==> config.mk <==
export PLATFORM = sky130hd
export DESIGN_NAME = pulse_width_command_sender
export DESIGN_NICKNAME = d
export VERILOG_FILES = /design/src/rtl/pwcs_pkg.sv /design/src/rtl/pwcs_cfg_regs.sv /design/src/rtl/pwcs_core.sv /design/src/rtl/pulse_width_command_sender.sv
export SDC_FILE = /design/constraint.sdc
export NUM_CORES = 1
export LEC_CHECK = 0
export ABC_AREA = 1
export BUFFER_PORTS_ARGS = -buffer_cell sky130_fd_sc_hd__clkbuf_2
export CAP_MARGIN = 0
export CORE_ASPECT_RATIO = 1.4
export CORE_MARGIN = 3
export CORE_UTILIZATION = 51
export DETAILED_ROUTE_END_ITERATION = 6
export PLACE_DENSITY = 0.7
export RECOVER_POWER = 25
export SKIP_CTS_REPAIR_TIMING = 1
export SYNTH_ARGS = -nofsm -noshare
export SYNTH_HDL_FRONTEND = slang
export SYNTH_SLANG_ARGS = --single-unit
==> constraint.sdc <==
create_clock -name clk -period 2.68 [get_ports clk]
set_clock_uncertainty 0.1 [all_clocks]
set_input_delay 0.134 -clock clk [delete_from_list [all_inputs] [get_ports clk]]
set_output_delay 0.134 -clock clk [all_outputs]
set_load 0.05 [all_outputs]
==> src/rtl/pwcs_pkg.sv <==
// ----------------------------------------------------------------------------
// pwcs_pkg: shared types and constants of the pulse-width command sender
// Phase codes, item kinds, register indexes and the configuration bundle.
// ----------------------------------------------------------------------------
`default_nettype none

package pwcs_pkg;

    // Number of command bits sent per frame, LSB first.
    localparam int COMMAND_BITS = 8;
    localparam int BIT_CNT_W    = $clog2(COMMAND_BITS + 1);

    localparam int DUR_W     = 8;
    localparam int CMD_W     = 8;
    localparam int KIND_W    = 2;
    localparam int PHASE_W   = 3;
    localparam int CFG_IDX_W = 3;

    // Item kinds carried on tuser.
    localparam logic [KIND_W-1:0] KIND_TICK      = 2'd0;
    localparam logic [KIND_W-1:0] KIND_SEND      = 2'd1;
    localparam logic [KIND_W-1:0] KIND_SEND_WAIT = 2'd2;

    // Phase codes of the frame sequencer.
    localparam logic [PHASE_W-1:0] PH_IDLE     = 3'd0;
    localparam logic [PHASE_W-1:0] PH_START    = 3'd1;
    localparam logic [PHASE_W-1:0] PH_BITHI    = 3'd2;
    localparam logic [PHASE_W-1:0] PH_BITLO    = 3'd3;
    localparam logic [PHASE_W-1:0] PH_STOP     = 3'd4;
    localparam logic [PHASE_W-1:0] PH_WAITBUSY = 3'd5;
    localparam logic [PHASE_W-1:0] PH_HOLD     = 3'd6;

    // Configuration register indexes.
    localparam logic [CFG_IDX_W-1:0] REG_START_LOW = 3'd0;
    localparam logic [CFG_IDX_W-1:0] REG_SHORT     = 3'd1;
    localparam logic [CFG_IDX_W-1:0] REG_LONG      = 3'd2;
    localparam logic [CFG_IDX_W-1:0] REG_STOP_HIGH = 3'd3;
    localparam logic [CFG_IDX_W-1:0] REG_BUSY_HOLD = 3'd4;

    // Reset values of the duration registers, in ticks.
    localparam logic [DUR_W-1:0] RST_START_LOW = 8'd25;
    localparam logic [DUR_W-1:0] RST_SHORT     = 8'd1;
    localparam logic [DUR_W-1:0] RST_LONG      = 8'd3;
    localparam logic [DUR_W-1:0] RST_STOP_HIGH = 8'd100;
    localparam logic [DUR_W-1:0] RST_BUSY_HOLD = 8'd200;

    typedef struct packed {
        logic [DUR_W-1:0] start_low_ticks;
        logic [DUR_W-1:0] short_ticks;
        logic [DUR_W-1:0] long_ticks;
        logic [DUR_W-1:0] stop_high_ticks;
        logic [DUR_W-1:0] busy_hold_ticks;
    } cfg_t;

    typedef struct packed {
        logic data_line;
        logic idle;
        logic rejected;
    } result_t;

endpackage

`default_nettype wire

==> src/rtl/pwcs_cfg_regs.sv <==
// ----------------------------------------------------------------------------
// pwcs_cfg_regs: duration registers
// Five write-only duration registers loaded through a simple write port.
// ----------------------------------------------------------------------------
`default_nettype none

module pwcs_cfg_regs (
    input  wire logic                            clk,
    input  wire logic                            rst_n,
    input  wire logic                            cfg_wr_en,
    input  wire logic [pwcs_pkg::CFG_IDX_W-1:0]  cfg_index,
    input  wire logic [pwcs_pkg::DUR_W-1:0]      cfg_wdata,
    output pwcs_pkg::cfg_t                       cfg
);

    pwcs_pkg::cfg_t cfg_reg;

    always_ff @(posedge clk or negedge rst_n)
    begin
        if (!rst_n)
        begin
            cfg_reg.start_low_ticks <= pwcs_pkg::RST_START_LOW;
            cfg_reg.short_ticks     <= pwcs_pkg::RST_SHORT;
            cfg_reg.long_ticks      <= pwcs_pkg::RST_LONG;
            cfg_reg.stop_high_ticks <= pwcs_pkg::RST_STOP_HIGH;
            cfg_reg.busy_hold_ticks <= pwcs_pkg::RST_BUSY_HOLD;
        end
        else if (cfg_wr_en)
        begin
            unique case (cfg_index)
                pwcs_pkg::REG_START_LOW: cfg_reg.start_low_ticks <= cfg_wdata;
                pwcs_pkg::REG_SHORT:     cfg_reg.short_ticks     <= cfg_wdata;
                pwcs_pkg::REG_LONG:      cfg_reg.long_ticks      <= cfg_wdata;
                pwcs_pkg::REG_STOP_HIGH: cfg_reg.stop_high_ticks <= cfg_wdata;
                pwcs_pkg::REG_BUSY_HOLD: cfg_reg.busy_hold_ticks <= cfg_wdata;
                default: ;
            endcase
        end
    end

    assign cfg = cfg_reg;

endmodule

`default_nettype wire

==> src/rtl/pwcs_core.sv <==
// ----------------------------------------------------------------------------
// pwcs_core: frame sequencer
// Holds the phase, tick timer and shift state and advances them by one word.
// ----------------------------------------------------------------------------
`default_nettype none

module pwcs_core (
    input  wire logic                           clk,
    input  wire logic                           rst_n,
    input  wire logic                           step,
    input  wire logic [pwcs_pkg::KIND_W-1:0]    kind,
    input  wire logic [pwcs_pkg::CMD_W-1:0]     command,
    input  wire logic                           busy_req,
    input  wire pwcs_pkg::cfg_t                 cfg,
    output pwcs_pkg::result_t                   result
);

    logic [pwcs_pkg::PHASE_W-1:0]      phase_reg, phase_next;
    logic [pwcs_pkg::DUR_W-1:0]        timer_reg, timer_next;
    logic [pwcs_pkg::BIT_CNT_W-1:0]    bit_cnt_reg, bit_cnt_next;
    logic [pwcs_pkg::COMMAND_BITS-1:0] shift_reg, shift_next;
    logic                              wait_after_reg, wait_after_next;
    logic                              line_reg, line_next;
    logic                              rejected;
    logic [pwcs_pkg::COMMAND_BITS-1:0] shifted;
    logic                              last_bit;

    assign shifted  = shift_reg >> 1;
    assign last_bit = (bit_cnt_reg ==
                       pwcs_pkg::BIT_CNT_W'(pwcs_pkg::COMMAND_BITS - 1));

    always_comb
    begin
        phase_next      = phase_reg;
        timer_next      = timer_reg;
        bit_cnt_next    = bit_cnt_reg;
        shift_next      = shift_reg;
        wait_after_next = wait_after_reg;
        line_next       = line_reg;
        rejected        = 1'b0;

        if (kind == pwcs_pkg::KIND_TICK)
        begin
            if (phase_reg == pwcs_pkg::PH_WAITBUSY)
            begin
                // The hold timer is loaded here and starts counting next tick.
                if (!busy_req)
                begin
                    phase_next = pwcs_pkg::PH_HOLD;
                    timer_next = cfg.busy_hold_ticks;
                end
            end
            else if (phase_reg != pwcs_pkg::PH_IDLE)
            begin
                // A timer value of zero or one ends the phase on this tick.
                if (timer_reg <= pwcs_pkg::DUR_W'(1))
                begin
                    unique case (phase_reg)
                        pwcs_pkg::PH_START:
                        begin
                            phase_next = pwcs_pkg::PH_BITHI;
                            line_next  = 1'b1;
                            timer_next = shift_reg[0] ? cfg.long_ticks : cfg.short_ticks;
                        end
                        pwcs_pkg::PH_BITHI:
                        begin
                            phase_next = pwcs_pkg::PH_BITLO;
                            line_next  = 1'b0;
                            timer_next = shift_reg[0] ? cfg.short_ticks : cfg.long_ticks;
                        end
                        pwcs_pkg::PH_BITLO:
                        begin
                            shift_next   = shifted;
                            bit_cnt_next = bit_cnt_reg + pwcs_pkg::BIT_CNT_W'(1);
                            line_next    = 1'b1;
                            if (last_bit)
                            begin
                                phase_next = pwcs_pkg::PH_STOP;
                                timer_next = cfg.stop_high_ticks;
                            end
                            else
                            begin
                                phase_next = pwcs_pkg::PH_BITHI;
                                timer_next = shifted[0] ? cfg.long_ticks : cfg.short_ticks;
                            end
                        end
                        pwcs_pkg::PH_STOP:
                        begin
                            phase_next = wait_after_reg ? pwcs_pkg::PH_WAITBUSY
                                                        : pwcs_pkg::PH_IDLE;
                            timer_next = '0;
                        end
                        pwcs_pkg::PH_HOLD:
                        begin
                            phase_next = pwcs_pkg::PH_IDLE;
                            timer_next = '0;
                        end
                        default: ;
                    endcase
                end
                else
                begin
                    timer_next = timer_reg - pwcs_pkg::DUR_W'(1);
                end
            end
        end
        else if (kind == pwcs_pkg::KIND_SEND || kind == pwcs_pkg::KIND_SEND_WAIT)
        begin
            if (phase_reg != pwcs_pkg::PH_IDLE)
            begin
                rejected = 1'b1;
            end
            else
            begin
                shift_next      = pwcs_pkg::COMMAND_BITS'(command);
                bit_cnt_next    = '0;
                wait_after_next = (kind == pwcs_pkg::KIND_SEND_WAIT);
                phase_next      = pwcs_pkg::PH_START;
                line_next       = 1'b0;
                timer_next      = cfg.start_low_ticks;
            end
        end
    end

    always_ff @(posedge clk or negedge rst_n)
    begin
        if (!rst_n)
        begin
            phase_reg      <= pwcs_pkg::PH_IDLE;
            timer_reg      <= '0;
            bit_cnt_reg    <= '0;
            shift_reg      <= '0;
            wait_after_reg <= 1'b0;
            line_reg       <= 1'b1;
        end
        else if (step)
        begin
            phase_reg      <= phase_next;
            timer_reg      <= timer_next;
            bit_cnt_reg    <= bit_cnt_next;
            shift_reg      <= shift_next;
            wait_after_reg <= wait_after_next;
            line_reg       <= line_next;
        end
    end

    assign result.data_line = line_next;
    assign result.idle      = (phase_next == pwcs_pkg::PH_IDLE);
    assign result.rejected  = rejected;

endmodule

`default_nettype wire

==> src/rtl/pulse_width_command_sender.sv <==
// ----------------------------------------------------------------------------
// pulse_width_command_sender: single-wire pulse-width command transmitter
// Input register, frame sequencer and result register.
// ----------------------------------------------------------------------------
// Each input word is a tick, a send, or a send followed by a busy wait,
// chosen by s_axis_tuser. The sequencer walks through start low, the
// command bits LSB first (one: long high, short low; zero: short high,
// long low), stop high and, for a send with wait, the busy poll and hold.
// Every accepted word yields exactly one result word carrying the line
// level after that word, the idle flag and a reject flag for a send that
// arrived mid-frame. Durations count tick words and come from five
// registers written through cfg_wr_en, cfg_index and cfg_wdata. The user
// must write them only while idle; the block does not enforce it. A word
// lands in the input register when accepted, and its result then enters the
// result register. Throughput is one word per cycle unless the receiver
// stalls; the phase update is a single pass of the sequencer logic. When
// the receiver stalls, the result register holds, one more word may wait in
// the input register, and then s_axis_tready drops. Reset empties both
// registers, loads the register defaults and leaves the line high and idle.
// ----------------------------------------------------------------------------
`default_nettype none

module pulse_width_command_sender (
    input  wire logic                            clk,
    input  wire logic                            rst_n,
    input  wire logic                            s_axis_tvalid,
    output logic                                 s_axis_tready,
    input  wire logic [15:0]                     s_axis_tdata,  // command[7:0], busy_req[8]
    input  wire logic [1:0]                      s_axis_tuser,  // kind[1:0]
    output logic                                 m_axis_tvalid,
    input  wire logic                            m_axis_tready,
    output logic [7:0]                           m_axis_tdata,  // data_line, idle, rejected
    input  wire logic                            cfg_wr_en,
    input  wire logic [pwcs_pkg::CFG_IDX_W-1:0]  cfg_index,
    input  wire logic [pwcs_pkg::DUR_W-1:0]      cfg_wdata
);

    logic                          in_valid_reg;
    logic [pwcs_pkg::KIND_W-1:0]   in_kind_reg;
    logic [pwcs_pkg::CMD_W-1:0]    in_cmd_reg;
    logic                          in_busy_reg;
    logic                          out_valid_reg;
    pwcs_pkg::result_t             out_reg;
    pwcs_pkg::result_t             result;
    pwcs_pkg::cfg_t                cfg;
    logic                          step;
    logic                          in_take;

    assign step          = in_valid_reg && (!out_valid_reg || m_axis_tready);
    assign s_axis_tready = !in_valid_reg || step;
    assign in_take       = s_axis_tvalid && s_axis_tready;

    always_ff @(posedge clk or negedge rst_n)
    begin
        if (!rst_n)
        begin
            in_valid_reg  <= 1'b0;
            out_valid_reg <= 1'b0;
        end
        else
        begin
            in_valid_reg <= in_take || (in_valid_reg && !step);
            if (step)
            begin
                out_valid_reg <= 1'b1;
            end
            else if (m_axis_tready)
            begin
                out_valid_reg <= 1'b0;
            end
        end
    end

    always_ff @(posedge clk)
    begin
        if (in_take)
        begin
            in_kind_reg <= s_axis_tuser;
            in_cmd_reg  <= s_axis_tdata[7:0];
            in_busy_reg <= s_axis_tdata[8];
        end
        if (step)
        begin
            out_reg <= result;
        end
    end

    pwcs_cfg_regs u_cfg (
        .clk       (clk),
        .rst_n     (rst_n),
        .cfg_wr_en (cfg_wr_en),
        .cfg_index (cfg_index),
        .cfg_wdata (cfg_wdata),
        .cfg       (cfg)
    );

    pwcs_core u_core (
        .clk      (clk),
        .rst_n    (rst_n),
        .step     (step),
        .kind     (in_kind_reg),
        .command  (in_cmd_reg),
        .busy_req (in_busy_reg),
        .cfg      (cfg),
        .result   (result)
    );

    assign m_axis_tvalid = out_valid_reg;
    assign m_axis_tdata  = {5'b0, out_reg.rejected, out_reg.idle, out_reg.data_line};

endmodule

`default_nettype wire

# Word-level counts from Yosys, hierarchy flattened
# Index checks and enable logic that the tools add are counted.
# totals
regBits,81
out_inout_bits,10
# classes
bitwise_logic,3
addsub,2
reduce_logical,27
mux,46
n_eq_ne,21
order_cmp,1
# ops
op,n
$mux 8,18
$pmux 8 s4,1
$mux 4,7
$mux 3,9
$pmux 3 s5,1
$eq 3x2->1 const B,4
$eq 3x3->1 const B,4
$reduce_and 2->1,5
$mux 1,9
$le 8x1->1 const B,1
$ne 2x2->1 const B,4
$sub 8x1->8 const B,1
$ne 7x7->1 const B,1
$reduce_and 7->1,1
$eq 3x1->1 const B,2
$logic_not 3->1,2
$ne 3x3->1 const B,2
$reduce_and 6->1,1
$reduce_or 2->1,3
$add 4x1->4 const B,1
$eq 4x3->1 const B,1
$logic_or 1x1->1,4
$reduce_and 4->1,1
$reduce_bool 2->1,2
9 further kinds,15

# Longest topological paths before layout
# Gate-level depths: netlist of run 1.
# logic_depth
depth_word,8
mapped_depth,13
depth_no_buf,11

# By module
# A second synthesis of run 1 with hierarchy kept.
# unflattened
hier_cells,656
hier_area_um2,4780.8
# by_module_without_submodules
mod,area_per_inst_um2,cells_each,instances,seq_area_each_um2
pwcs_core,2551.2,442,1,626.9
pwcs_cfg_regs,1672.9,182,1,1016.0
pulse_width_command_sender,556.8,32,1,470.5

# Worst setup path after synthesis of run 1
# Ideal clock, no wire load.
# synth_timing
path_type,reg2reg
from,"reg out_valid_reg, in the netlist m_axis_tvalid"
to,reg in_busy_reg (enable)
t_required_ps,2291
stages_incl_launch_ff,4
n_path_buf,0
arrival_ps,1517
setup_slack_ps,774
period_less_slack_ps,1906
path_cell_list,dfrtp_1 > nand3_1 > nand2_1 > inv_1
# synth_via
elab_chain_len,5
# synth_rtl
element,line_no,source
"start, declared",pulse_width_command_sender.sv:42,logic out_valid_reg;
"start signal, assigned",pulse_width_command_sender.sv:58,out_valid_reg <= 1'b0;
"start signal, assigned",pulse_width_command_sender.sv:65,out_valid_reg <= 1'b1;
"start signal, assigned",pulse_width_command_sender.sv:69,out_valid_reg <= 1'b0;
$logic_not 1->1,pulse_width_command_sender.sv:49,assign step = in_valid_reg && (!out_valid_reg || m_axis_tready);
$logic_or 1x1->1,pulse_width_command_sender.sv:49,
$logic_and 1x1->1,pulse_width_command_sender.sv:49,
$logic_or 1x1->1,pulse_width_command_sender.sv:50,assign s_axis_tready = !in_valid_reg || step;
net s_axis_tready,pulse_width_command_sender.sv:27,"output logic s_axis_tready,"
$logic_and 1x1->1,pulse_width_command_sender.sv:51,assign in_take = s_axis_tvalid && s_axis_tready;
net in_take,pulse_width_command_sender.sv:47,logic in_take;
"end signal, assigned",pulse_width_command_sender.sv:80,in_busy_reg <= s_axis_tdata[8];
"end, declared",pulse_width_command_sender.sv:41,logic in_busy_reg;
# The timed path passes the listed nets, and every way through them passes these cells.
# A chain may end at the register's enable or synchronous reset.

# Worst setup path after layout of run 1
# layout_timing
from,reg u_core.bit_cnt_reg[0] in the netlist's numbering
to,reg u_core.timer_reg[3] in the netlist's numbering
# layout_via
elab_chain_len,7
# layout_rtl
element,line_no,source
"start, declared",pwcs_core.sv:20,"logic [pwcs_pkg::BIT_CNT_W-1:0] bit_cnt_reg, bit_cnt_next;"
"start signal, assigned",pwcs_core.sv:140,bit_cnt_reg <= bit_cnt_next;
$eq 4x3->1,pwcs_core.sv:29,assign last_bit = (bit_cnt_reg ==
$mux 8,pwcs_core.sv:76,if (last_bit)
$pmux 8 s4,pwcs_core.sv:58,unique case (phase_reg)
$mux 8,pwcs_core.sv:56,if (timer_reg <= pwcs_pkg::DUR_W'(1))
$mux 8,pwcs_core.sv:53,else if (phase_reg != pwcs_pkg::PH_IDLE)
$mux 8,pwcs_core.sv:44,if (phase_reg == pwcs_pkg::PH_WAITBUSY)
$mux 8,pwcs_core.sv:42,if (kind == pwcs_pkg::KIND_TICK)
"end signal, assigned",pwcs_core.sv:139,timer_reg <= timer_next;
"end, declared",pwcs_core.sv:19,"logic [pwcs_pkg::DUR_W-1:0] timer_reg, timer_next;"
# No other way between the ends. The select of a mux whose other input is x is not followed.

==> flow_results.org, run 1 <==
** Place
- At the end of routability-driven placement, the weighted congestion stood at 0.875.
- Detailed placement ended at an HPWL of 6940 um.
- Input and output buffers added on the ports amount to 31.
- DP Cell Count :: 717

** Global routing
- Overflow after GRT :: 0
- The initial antenna violation count came to 0.
- The via count of the first global-routing pass came to 3770.
- The first global-routing pass estimated 17500 um of wire.
- Total track usage :: 0.212
- Entering global routing, the biggest net connects 39 pins.

** Power and ir drop
- Static Leakage :: 2.56 nW
- Clock share of power :: 0.280
- IR analysis of the VDD net gives a maximum drop of 508 uV.
- Cell area power density :: 858 nW/um2
- The analysis attributes to net switching a power of 1.66 mW.
- Cell internal pwr :: 2.82 mW
- Sequential group share of total power :: 0.417
- The share of total power dissipated in combinational logic is 0.303.
- Of the total power, the share spent switching nets is 0.370.

** Timing
- For the pin with the worst max-slew slack, the measured transition is 1.78 ns.
- Period minus WS final :: 2.07 ns
- Unrepaired setup endpoints after global routing :: no
- Final worst-path cycle share :: 0.773
- Setup violations remaining at the end of the flow were counted as 0.
- Headroom to the max-slew limit came out at -0.185.
- The number of hold violations in the final report came to 4.
- Based on the critical path, the design can be clocked at up to 0.483 GHz.
- Final-layout setup total negative slack :: 0 ns
- The number of pins exceeding their max-slew limit in the final report was 30.
- Across all hold checks on the routed design, the worst slack comes to -0.00665 ns.

** Floorplanning
- Core outline area :: 8660 um2
- Measured along the y axis, the die boundary spans 118 um.
- Pin placement for this block handled 44 I/O pins.
- Die Footprint :: 10200 um2
- The floorplan has 40 rows.
- The initial utilization of the core area, before any placement, comes to 0.529.
- Horizontal die dimension :: 86.1 um

** Synth
- Yosys printed 0 warnings.
- For this run, the register share of the synthesized area comes to 0.462.
- The number of different library cells used by synthesis comes to 42.
- Ranked by total cell area, the synthesized netlist is headed by sky130_fd_sc_hd__dfrtp_1, sky130_fd_sc_hd__nand2_1, sky130_fd_sc_hd__edfxtp_1.
- Share of synthesized cell area in full adder, half adder and majority cells :: 0.0164
- Post-synthesis share of cell area spent on xor and xnor gates :: 0.00191
- Of the post-synthesis cell area, the part taken by muxes is 0.0134.
- Synth Area in Simple Gates :: 0.281
- Synthesis produced a netlist whose cell count is 598.
- In the synthesized netlist the async set-or-reset flop fraction comes to 0.827.
- Top FF cell, synth :: sky130_fd_sc_hd__dfrtp_1
- In this run, synthesis produced a sequential element count of 81.
- Counting flops with a built-in enable in the synthesized netlist gives 14.
- Combinational family with the most area after synthesis :: simple AND/OR/NAND/NOR gates
- The complex-gate fraction of the synthesized area is 0.142.
- The largest total area in the synthesized netlist belongs to sky130_fd_sc_hd__dfrtp_1.
- Dividing the synthesized area by the synthesized cell count gives 7.66 um2.
- Of the post-synthesis cell area, the dominant cell type holds 0.295.
- The synthesized netlist occupies a cell area of 4580 um2.

** Setup path
- Kind of start point of the critical path :: flop
- Delay of the slowest cell on the worst path :: 0.48 ns
- Critical path data required time :: 2.81 ns
- The setup path with the least slack is of type flop to flop.
- Most common cell type on the critical path :: sky130_fd_sc_hd__nand2_1
- Kind of end point of the critical path :: flop
- In this run the worst path has a maximum fanout of 14.
- At the worst endpoint, the arrival time is 2.20 ns.
- Master of the slowest instance on the critical path :: sky130_fd_sc_hd__nand3_1
- The signal on the critical path passes through ha_1 -> nand3_1 -> nor2_1 -> nor2_1 -> o21ai_0 -> nand3_1 -> nand2_1 -> nand2_1 -> nand2_1 -> nand2_1.

** Final layout
- The finished layout holds 747 standard cells, fillers aside.
- The layout has 790 filler cells.
- Share of cells above drive strength 1 :: 0.154
- Compared with the post-synthesis result, the final layout area differs by 13.9%.
- In the final design database the tool counted 677 nets.
- 0 antenna diodes ended up in the layout.
- Most common cell after layout, fill and taps aside :: sky130_fd_sc_hd__nand2_1
- The register with the most flip-flops in the layout has 40 of them.
- Leaving out fill and tap cells, the most frequent cells in the layout are sky130_fd_sc_hd__nand2_1, sky130_fd_sc_hd__nor2_1, sky130_fd_sc_hd__o21ai_0, sky130_fd_sc_hd__inv_1, sky130_fd_sc_hd__dfrtp_1.

** Detailed routing
- Count of vias placed by the detailed router :: 3876
- In this run the remaining antenna-violating nets after routing total 0.
- Final wirelength :: 9860 um
- After detailed routing, the number of remaining DRC violations is 0.
- The first detailed-routing pass ran for 5 iterations.
- Detail-routed via count per cell :: 5.19
- The first routing iteration left 243 violations.
- Routed WL per cell :: 13.2 um

** Outcome
- Violations in the final reports :: negative hold slack, max-capacitance violations, max-slew violations
- The run finished, with violations left.

** Min path
- Type of the tightest min-delay check :: input pin to flop

** Clock tree
- Counting along the longest clock path gives a buffer depth of 2.
- Cell chosen for the clock root :: sky130_fd_sc_hd__clkbuf_16
- Clk sink count :: 81
- TritonCTS clock tree :: done
- The clock reaches the later pin of the worst-skew pair after 0.34 ns.
- Clock-pin slew was measured on the worst setup and hold paths at 0.06 ns.
- Counting the buffers created by CTS gives 9.
- CTS H-tree depth :: 3

** Run
- Across the run, the number of max-cap violations was 1.
==> worst paths after layout <==
kind,start,depth (start not counted),endpoint,slack [ns]
min in group asynchronous,rst_n,2,u_core.timer_reg[2]$_DFFE_PN0P_,0.71
worst min register to register,u_cfg.cfg[4]$_DFFE_PN0P_,2,u_cfg.cfg[4]$_DFFE_PN0P_,0.39
max in group asynchronous,rst_n,3,u_cfg.cfg[14]$_DFFE_PN1P_,0.75
worst max register to register,u_core.bit_cnt_reg[0]$_DFFE_PN0P_,10,u_core.timer_reg[3]$_DFFE_PN0P_,0.61
worst max-delay path,u_core.bit_cnt_reg[0]$_DFFE_PN0P_,10,u_core.timer_reg[3]$_DFFE_PN0P_,0.61
worst min-delay path,cfg_wdata[7],3,u_cfg.cfg[7]$_DFFE_PN1P_,-0.007
==> power groups by stage <==
stage,registers (mW),clock network [mW],logic [mW]
final,1.87,1.25,1.36
after global routing,1.91,1.33,1.58
after CTS,1.86,1.28,1.35
after detailed placement,1.88,0,1.34
after global placement,1.87,0,1.30
after floorplan,1.78,0,1.14
==> layer usage <==
metal	wire [um]	up-vias	global-route usage
met2	4730	101	0.341
met1	4380	1775	0.277
met5	0	-	0
li1	-	1978	-
met4	256	0	0.0832
met3	499	22	0.0427
==> metrics by stage <==
| stage | power [mW] | utilization | cell area, um2 | setup WS (ns) |
|---|---|---|---|---|
| 2_1_floorplan | 2.93 | - | 4590 | 0.774 |
| 3_3_place_gp | 3.17 | 0.552 | 4780 | 0.685 |
| 3_5_place_dp | 3.22 | 0.552 | 4780 | 0.636 |
| 4_1_cts | 4.49 | 0.587 | 5080 | 0.630 |
| 5_1_grt | 4.82 | 0.602 | 5220 | 0.340 |
| 6_report | 4.47 | 0.602 | 5220 | 0.608 |
==> critical path, delay by kind of cell (launching register included) <==
family	cells	cell delay [ns]
AOI/OAI and AO/OA	1	0.09
DFF	1	0.40
and+or+nand+nor	8	1.18
adders and majority gates	1	0.21
==> cell type report <==
class / instances / area (um2) / share of cell area
multi-input cells: 435 / 2100 / 0.402
flip-flops and latches: 81 / 2110 / 0.405
clock buffers: 9 / 225 / 0.0432
repair buffers: 50 / 342 / 0.0655
well taps: 105 / 131 / 0.0252
inverters: 60 / 228 / 0.0437
clock inverters: 7 / 77.6 / 0.0149
==> cell usage after synthesis (5+ instances only) <==
cell type,number
sky130_fd_sc_hd__nand3_1,26
sky130_fd_sc_hd__buf_2,6
sky130_fd_sc_hd__nand2_1,184
sky130_fd_sc_hd__nor2_1,73
sky130_fd_sc_hd__buf_4,6
sky130_fd_sc_hd__ha_1,6
sky130_fd_sc_hd__clkbuf_1,10
sky130_fd_sc_hd__mux2i_1,5
sky130_fd_sc_hd__inv_2,5
sky130_fd_sc_hd__inv_1,54
sky130_fd_sc_hd__dfstp_2,13
sky130_fd_sc_hd__edfxtp_1,14
sky130_fd_sc_hd__o21ai_0,71
sky130_fd_sc_hd__a21oi_1,14
sky130_fd_sc_hd__dfrtp_1,54
sky130_fd_sc_hd__or2_2,5
sky130_fd_sc_hd__a21boi_1,5
sky130_fd_sc_hd__o21ai_2,9
sky130_fd_sc_hd__nand2_2,5
==> cell families (layout without fill, tap and decap cells) <==
kind of cell,Yosys count,after routing
simple gates,305,305
mux,6,6
buf+inv,86,126
compound gates,112,112
flops,81,81
other cells,1,5
fa+ha+maj,6,6
xor+xnor,1,1
(Power assumes the default switching activity.)
==> inputs of run 2 (changes only) <==
ABC_AREA = 0   (was 1)
clock period = 2.1 ns   (was 2.68 ns; I/O delays follow)
==> run 2 against run 1 <==
The run ends with negative hold slack, max-capacitance violations, max-slew violations, negative setup slack left. Flip-flop and latch count is the same. Final cell count is 18% lower. Synthesized cell count down 32%. Power is 39% higher. Count of clock-buffer cells in the layout is 3 higher. First-iteration DRC count decreased by 9.5%. Core utilization rose by 7.3 points.
==> flow_results.org, run 2 <==
** Outcome
- Run status :: finished, violations left (unchanged)
- Violations in the final reports :: negative hold slack, max-capacitance violations, max-slew violations, negative setup slack (was negative hold slack, max-capacitance violations, max-slew violations)

** Synth
- Ranking of synthesized cells by area :: sky130_fd_sc_hd__dfrtp_1, sky130_fd_sc_hd__mux2_2, sky130_fd_sc_hd__edfxtp_1 (was sky130_fd_sc_hd__dfrtp_1, sky130_fd_sc_hd__nand2_1, sky130_fd_sc_hd__edfxtp_1)
- The complex-gate fraction of the synthesized area is 0.128 (was 0.142).
- Synth unique cells :: 56 (was 42)
- Part of the Yosys area used for sequential elements :: 0.479 (was 0.462)
- Synth Area in Simple Gates :: 0.128 (was 0.281)
- Most common cell in the synthesized netlist :: sky130_fd_sc_hd__dfrtp_1 (was sky130_fd_sc_hd__nand2_1)
- The number of enable-type register cells in the synthesized netlist was 14 (unchanged).
- Most numerous cell types in the synthesized netlist: sky130_fd_sc_hd__dfrtp_1, sky130_fd_sc_hd__mux2_2, sky130_fd_sc_hd__nand2_1 (was sky130_fd_sc_hd__nand2_1, sky130_fd_sc_hd__nor2_1, sky130_fd_sc_hd__o21ai_0).
- Top FF cell, synth :: sky130_fd_sc_hd__dfrtp_1 (unchanged)
- Netlist Area Pre-Place :: 4410 um2 (was 4580 um2)
- Post-synthesis cell type with the largest combined area :: sky130_fd_sc_hd__dfrtp_1 (unchanged)
- The XOR/XNOR share of the synthesized area was 0.0139 (was 0.00191).
- The dominant combinational cell family by area after synthesis is multiplexers (was simple AND/OR/NAND/NOR gates).
- Yosys top cell area share :: 0.306 (was 0.295)
- The post-synthesis cell count is 407 (was 598).
- Share of cell area taken by muxes after synthesis :: 0.191 (was 0.0134)
- The count of synthesis-stage warnings from yosys is 0 (unchanged).
- The count of state elements after synthesis was 81 (unchanged).
- The share of synthesized registers carrying an async set or reset came to 0.827 (unchanged).
- The adder-cell share of the synthesized area is 0.0170 (was 0.0164).
- Syn_area_per_cell :: 10.8 um2 (was 7.66 um2)

** Setup path
- The end of the worst register-to-register path is m_axis_tdata[1]$_DFFE_PP_ (was u_core.timer_reg[3]$_DFFE_PN0P_).
- CP Data Arrival Time :: 2.33 ns (was 2.20 ns)
- Kind of end point of the critical path :: flop (unchanged)
- Crit Reg-Reg Startpoint :: u_core.timer_reg[5]$_DFFE_PN0P_ (was u_core.bit_cnt_reg[0]$_DFFE_PN0P_)
- The largest fanout of any net on the critical path was 4 (was 14).
- Worst setup path class :: flop to flop (unchanged)
- The nature of the critical path startpoint is a flop (unchanged).
- Number of cells on the worst reg-to-reg path :: 6 (was 10)
- The required arrival time at the worst endpoint was 2.17 ns (was 2.81 ns).
- The minimum setup slack among reg-to-reg paths came to -0.16 ns (was 0.61 ns).

** Min path
- Type of the tightest min-delay check :: input pin to flop (unchanged)
- Startpoint of the tightest hold check path :: m_axis_tready (was cfg_wdata[7])
- The number of cells traversed by the worst hold path was 3 (unchanged).
- The end point of the worst hold path was in_valid_reg$_DFF_PN0_ (was u_cfg.cfg[7]$_DFFE_PN1P_).

** Clock tree
- Later-pin clock latency in the skew report :: 0.34 ns (about the same)
- TritonCTS clock tree :: done (unchanged)
- TritonCTS buffer count :: 9 (unchanged)
- The maximum level of the CTS H-tree was 3 (unchanged).
- Post-CTS clock slew at the launch and capture registers of the worst setup and hold paths :: 0.06 ns (about the same)
- The worst-case clock buffer depth was 2 (unchanged).
- The clock sink count came to 81 (unchanged).
- Cell chosen for the clock root :: sky130_fd_sc_hd__clkbuf_16 (unchanged)

** Detailed routing
- Detailed Route Iter0 Violations :: 220 (was 243)
- Count of vias placed by the detailed router :: 3562 (was 3876)
- The met1 routed wirelength after detailed routing came to 4500 um (was 4380 um).
- Remaining antenna violation count after routing :: 0 (unchanged)
- Detail-routed via count per cell :: 5.85 (was 5.19)
- Number of iterations in the first detailed-routing pass :: 7 (was 5)
- Routed length on met3 :: 450 um (was 499 um)
- The topmost layer with routed signal wires is met4 (unchanged).
- Length of routed met2 wiring :: 5490 um (was 4730 um)
- The overall routed net length came to 10700 um (was 9860 um).
- Routed WL per cell :: 17.5 um (was 13.2 um)
- The residual DRC count was 0 (unchanged).

** Place
- Routability Congestion :: 0.880 (was 0.875)
- The area of placed instances was 4960 um2 (was 4780 um2).
- The half-perimeter wire length of the detailed placement result came to 7460 um (was 6940 um).
- The post-placement cell count was 564 (was 717).
- The count of port buffers added during placement came to 31 (unchanged).

** Timing
- Unrepaired setup endpoints after global routing: yes (was no).
- Number of endpoints with negative hold slack in the final report :: 2 (was 4)
- Fin. max-slew vios :: 27 (was 30)
- Highest achievable clock rate :: 0.442 GHz (was 0.483 GHz)
- Number of failing setup endpoints in the final timing report :: 1 (was 0)
- Slew @ Worst Pin :: 1.51 ns (was 1.78 ns)
- The worst-case hold slack is -0.0237 ns (was -0.00665 ns).
- The worst setup slack after layout is -0.162 ns (was 0.608 ns).
- Final worst-path cycle share :: 1.08 (was 0.773)
- The minimum clock period after layout is 2.26 ns (was 2.07 ns).
- Max-Slew Margin vs Limit :: -0.00464 (was -0.185)

** Final layout
- Top library cells by usage in the layout, fill and taps aside :: sky130_fd_sc_hd__dfrtp_1, sky130_fd_sc_hd__mux2_2, sky130_fd_sc_hd__buf_4, sky130_fd_sc_hd__nand2_1, sky130_fd_sc_hd__mux2i_1 (was sky130_fd_sc_hd__nand2_1, sky130_fd_sc_hd__nor2_1, sky130_fd_sc_hd__o21ai_0, sky130_fd_sc_hd__inv_1, sky130_fd_sc_hd__dfrtp_1)
- The net count reported at finish was 542 (was 677).
- The share of the core filled with cells was 0.675 (was 0.602).
- Storage element area :: 2110 um2 (unchanged)
- Final instance area :: 5600 um2 (was 5220 um2)
- The number of cells in the finished layout apart from fillers came to 609 (was 747).
- The synthesis-to-layout area growth is 27.0% (was 13.9%).
- The final-layout fill cell count came to 623 (was 790).
- The number of diodes added for antenna fixing was 0 (unchanged).
- The most common library cell in the layout ignoring fill and taps is sky130_fd_sc_hd__dfrtp_1 (was sky130_fd_sc_hd__nand2_1).
- Largest register FFs :: 40 (unchanged)
- Share of cells above drive strength 1 :: 0.353 (was 0.154)
- The multi-input gate area in the final layout is 2210 um2 (was 2100 um2).

** Global routing
- The initial antenna violation count is 0 (unchanged).
- The wire length of the first global-routing pass was 16900 um (was 17500 um).
- The via count of the first global-routing pass came to 3382 (was 3770).
- The maximum number of pins on one net before global-route repair was 42 (was 39).
- Overflow after GRT :: 0 (unchanged)
- The combined global-route utilization of all metal layers came to 0.221 (was 0.212).

** Floorplanning
- Die Footprint :: 9820 um2 (was 10200 um2)
- The cell row count came to 39 (was 40).
- The I/O pin total came to 44 (unchanged).
- Core outline area :: 8300 um2 (was 8660 um2)
- The floorplan die height is 116 um (was 118 um).
- Starting utilization of the core area :: 0.532 (was 0.529)
- Horizontal die dimension :: 84.6 um (was 86.1 um)

** Power and ir drop
- The cell area power density came to 1110 nW/um2 (was 858 nW/um2).
- Largest voltage drop on the vdd net :: 735 uV (was 508 uV)
- The final total power came to 6.24 mW (was 4.47 mW).
- The leakage power was 2.36 nW (was 2.56 nW).

** Run
- Max-capacitance violation count :: 1 (unchanged)
run 2: per-stage QoR:
step	TNS (ns)	setup WS, ns	hold slack (ns)
2_1_floorplan	-0.0683	-0.0683	-0.291
3_3_place_gp	-0.0251	-0.0177	0.0369
3_5_place_dp	-0.357	-0.0929	0.0531
4_1_cts	-0.813	-0.141	-0.312
5_1_grt	-2.34	-0.274	0.0106
6_report	-0.162	-0.162	-0.0237
run 2: worst max-delay path by stage:
stage / start / end / slack [ns] / cells past startpoint
2_1_floorplan: u_core.timer_reg[0]$_DFFE_PN0P_ / m_axis_tdata[1]$_DFFE_PP_ / -0.07 / 9
4_1_cts: u_core.timer_reg[0]$_DFFE_PN0P_ / u_core.timer_reg[2]$_DFFE_PN0P_ / -0.14 / 9
3_3_place_gp: u_core.timer_reg[0]$_DFFE_PN0P_ / m_axis_tdata[1]$_DFFE_PP_ / -0.02 / 7
5_1_grt: u_core.timer_reg[5]$_DFFE_PN0P_ / m_axis_tdata[1]$_DFFE_PP_ / -0.27 / 6
3_5_place_dp: u_core.timer_reg[0]$_DFFE_PN0P_ / u_core.timer_reg[2]$_DFFE_PN0P_ / -0.09 / 9
6_report: u_core.timer_reg[5]$_DFFE_PN0P_ / m_axis_tdata[1]$_DFFE_PP_ / -0.16 / 6
run 2: critical path, stage by stage (launching register included):
cell and delay (ns):
sky130_fd_sc_hd__dfrtp_1 0.41, sky130_fd_sc_hd__nor4_4 0.37, sky130_fd_sc_hd__and3_4 0.27, sky130_fd_sc_hd__mux2i_1 0.28, sky130_fd_sc_hd__o2bb2ai_2 0.08, sky130_fd_sc_hd__or3_1 0.36
sky130_fd_sc_hd__a221oi_2 0.22
run 2: report_power, final:
| group | leakage [nW] | switching, mW | internal [mW] |
|---|---|---|---|
| combinational | 1.28 | 1.14 | 1.19 |
| clock | 0.146 | 0.604 | 0.947 |
| sequential | 0.930 | 0.328 | 2.03 |
| total | 2.36 | 2.08 | 4.16 |
run 2: cell families (layout without fill, tap and decap cells):
family | after synthesis | after routing
adder cells (fa/ha/maj) | 6 | 6
flip-flops | 81 | 81
AND/OR/NAND/NOR | 109 | 109
AO/OA/AOI/OAI | 87 | 87
other | 1 | 5
multiplexers | 78 | 78
XOR/XNOR | 7 | 7
buffers and inverters | 38 | 134
run 2: cell type report:
type | instances | area share
clock inverter | 4 | 0.00804
multi-input combinational | 292 | 0.395
tap | 102 | 0.0228
timing repair buffer | 107 | 0.146
sequential | 81 | 0.377
clock buffer | 12 | 0.0440
inverter | 11 | 0.00737
run 2: metal layers:
metal / GRT usage / up-vias
met4: 0.105 / 0
met2: 0.377 / 103
met1: 0.281 / 1772
met5: 0 / -
met3: 0.0249 / 15
li1: - / 1672
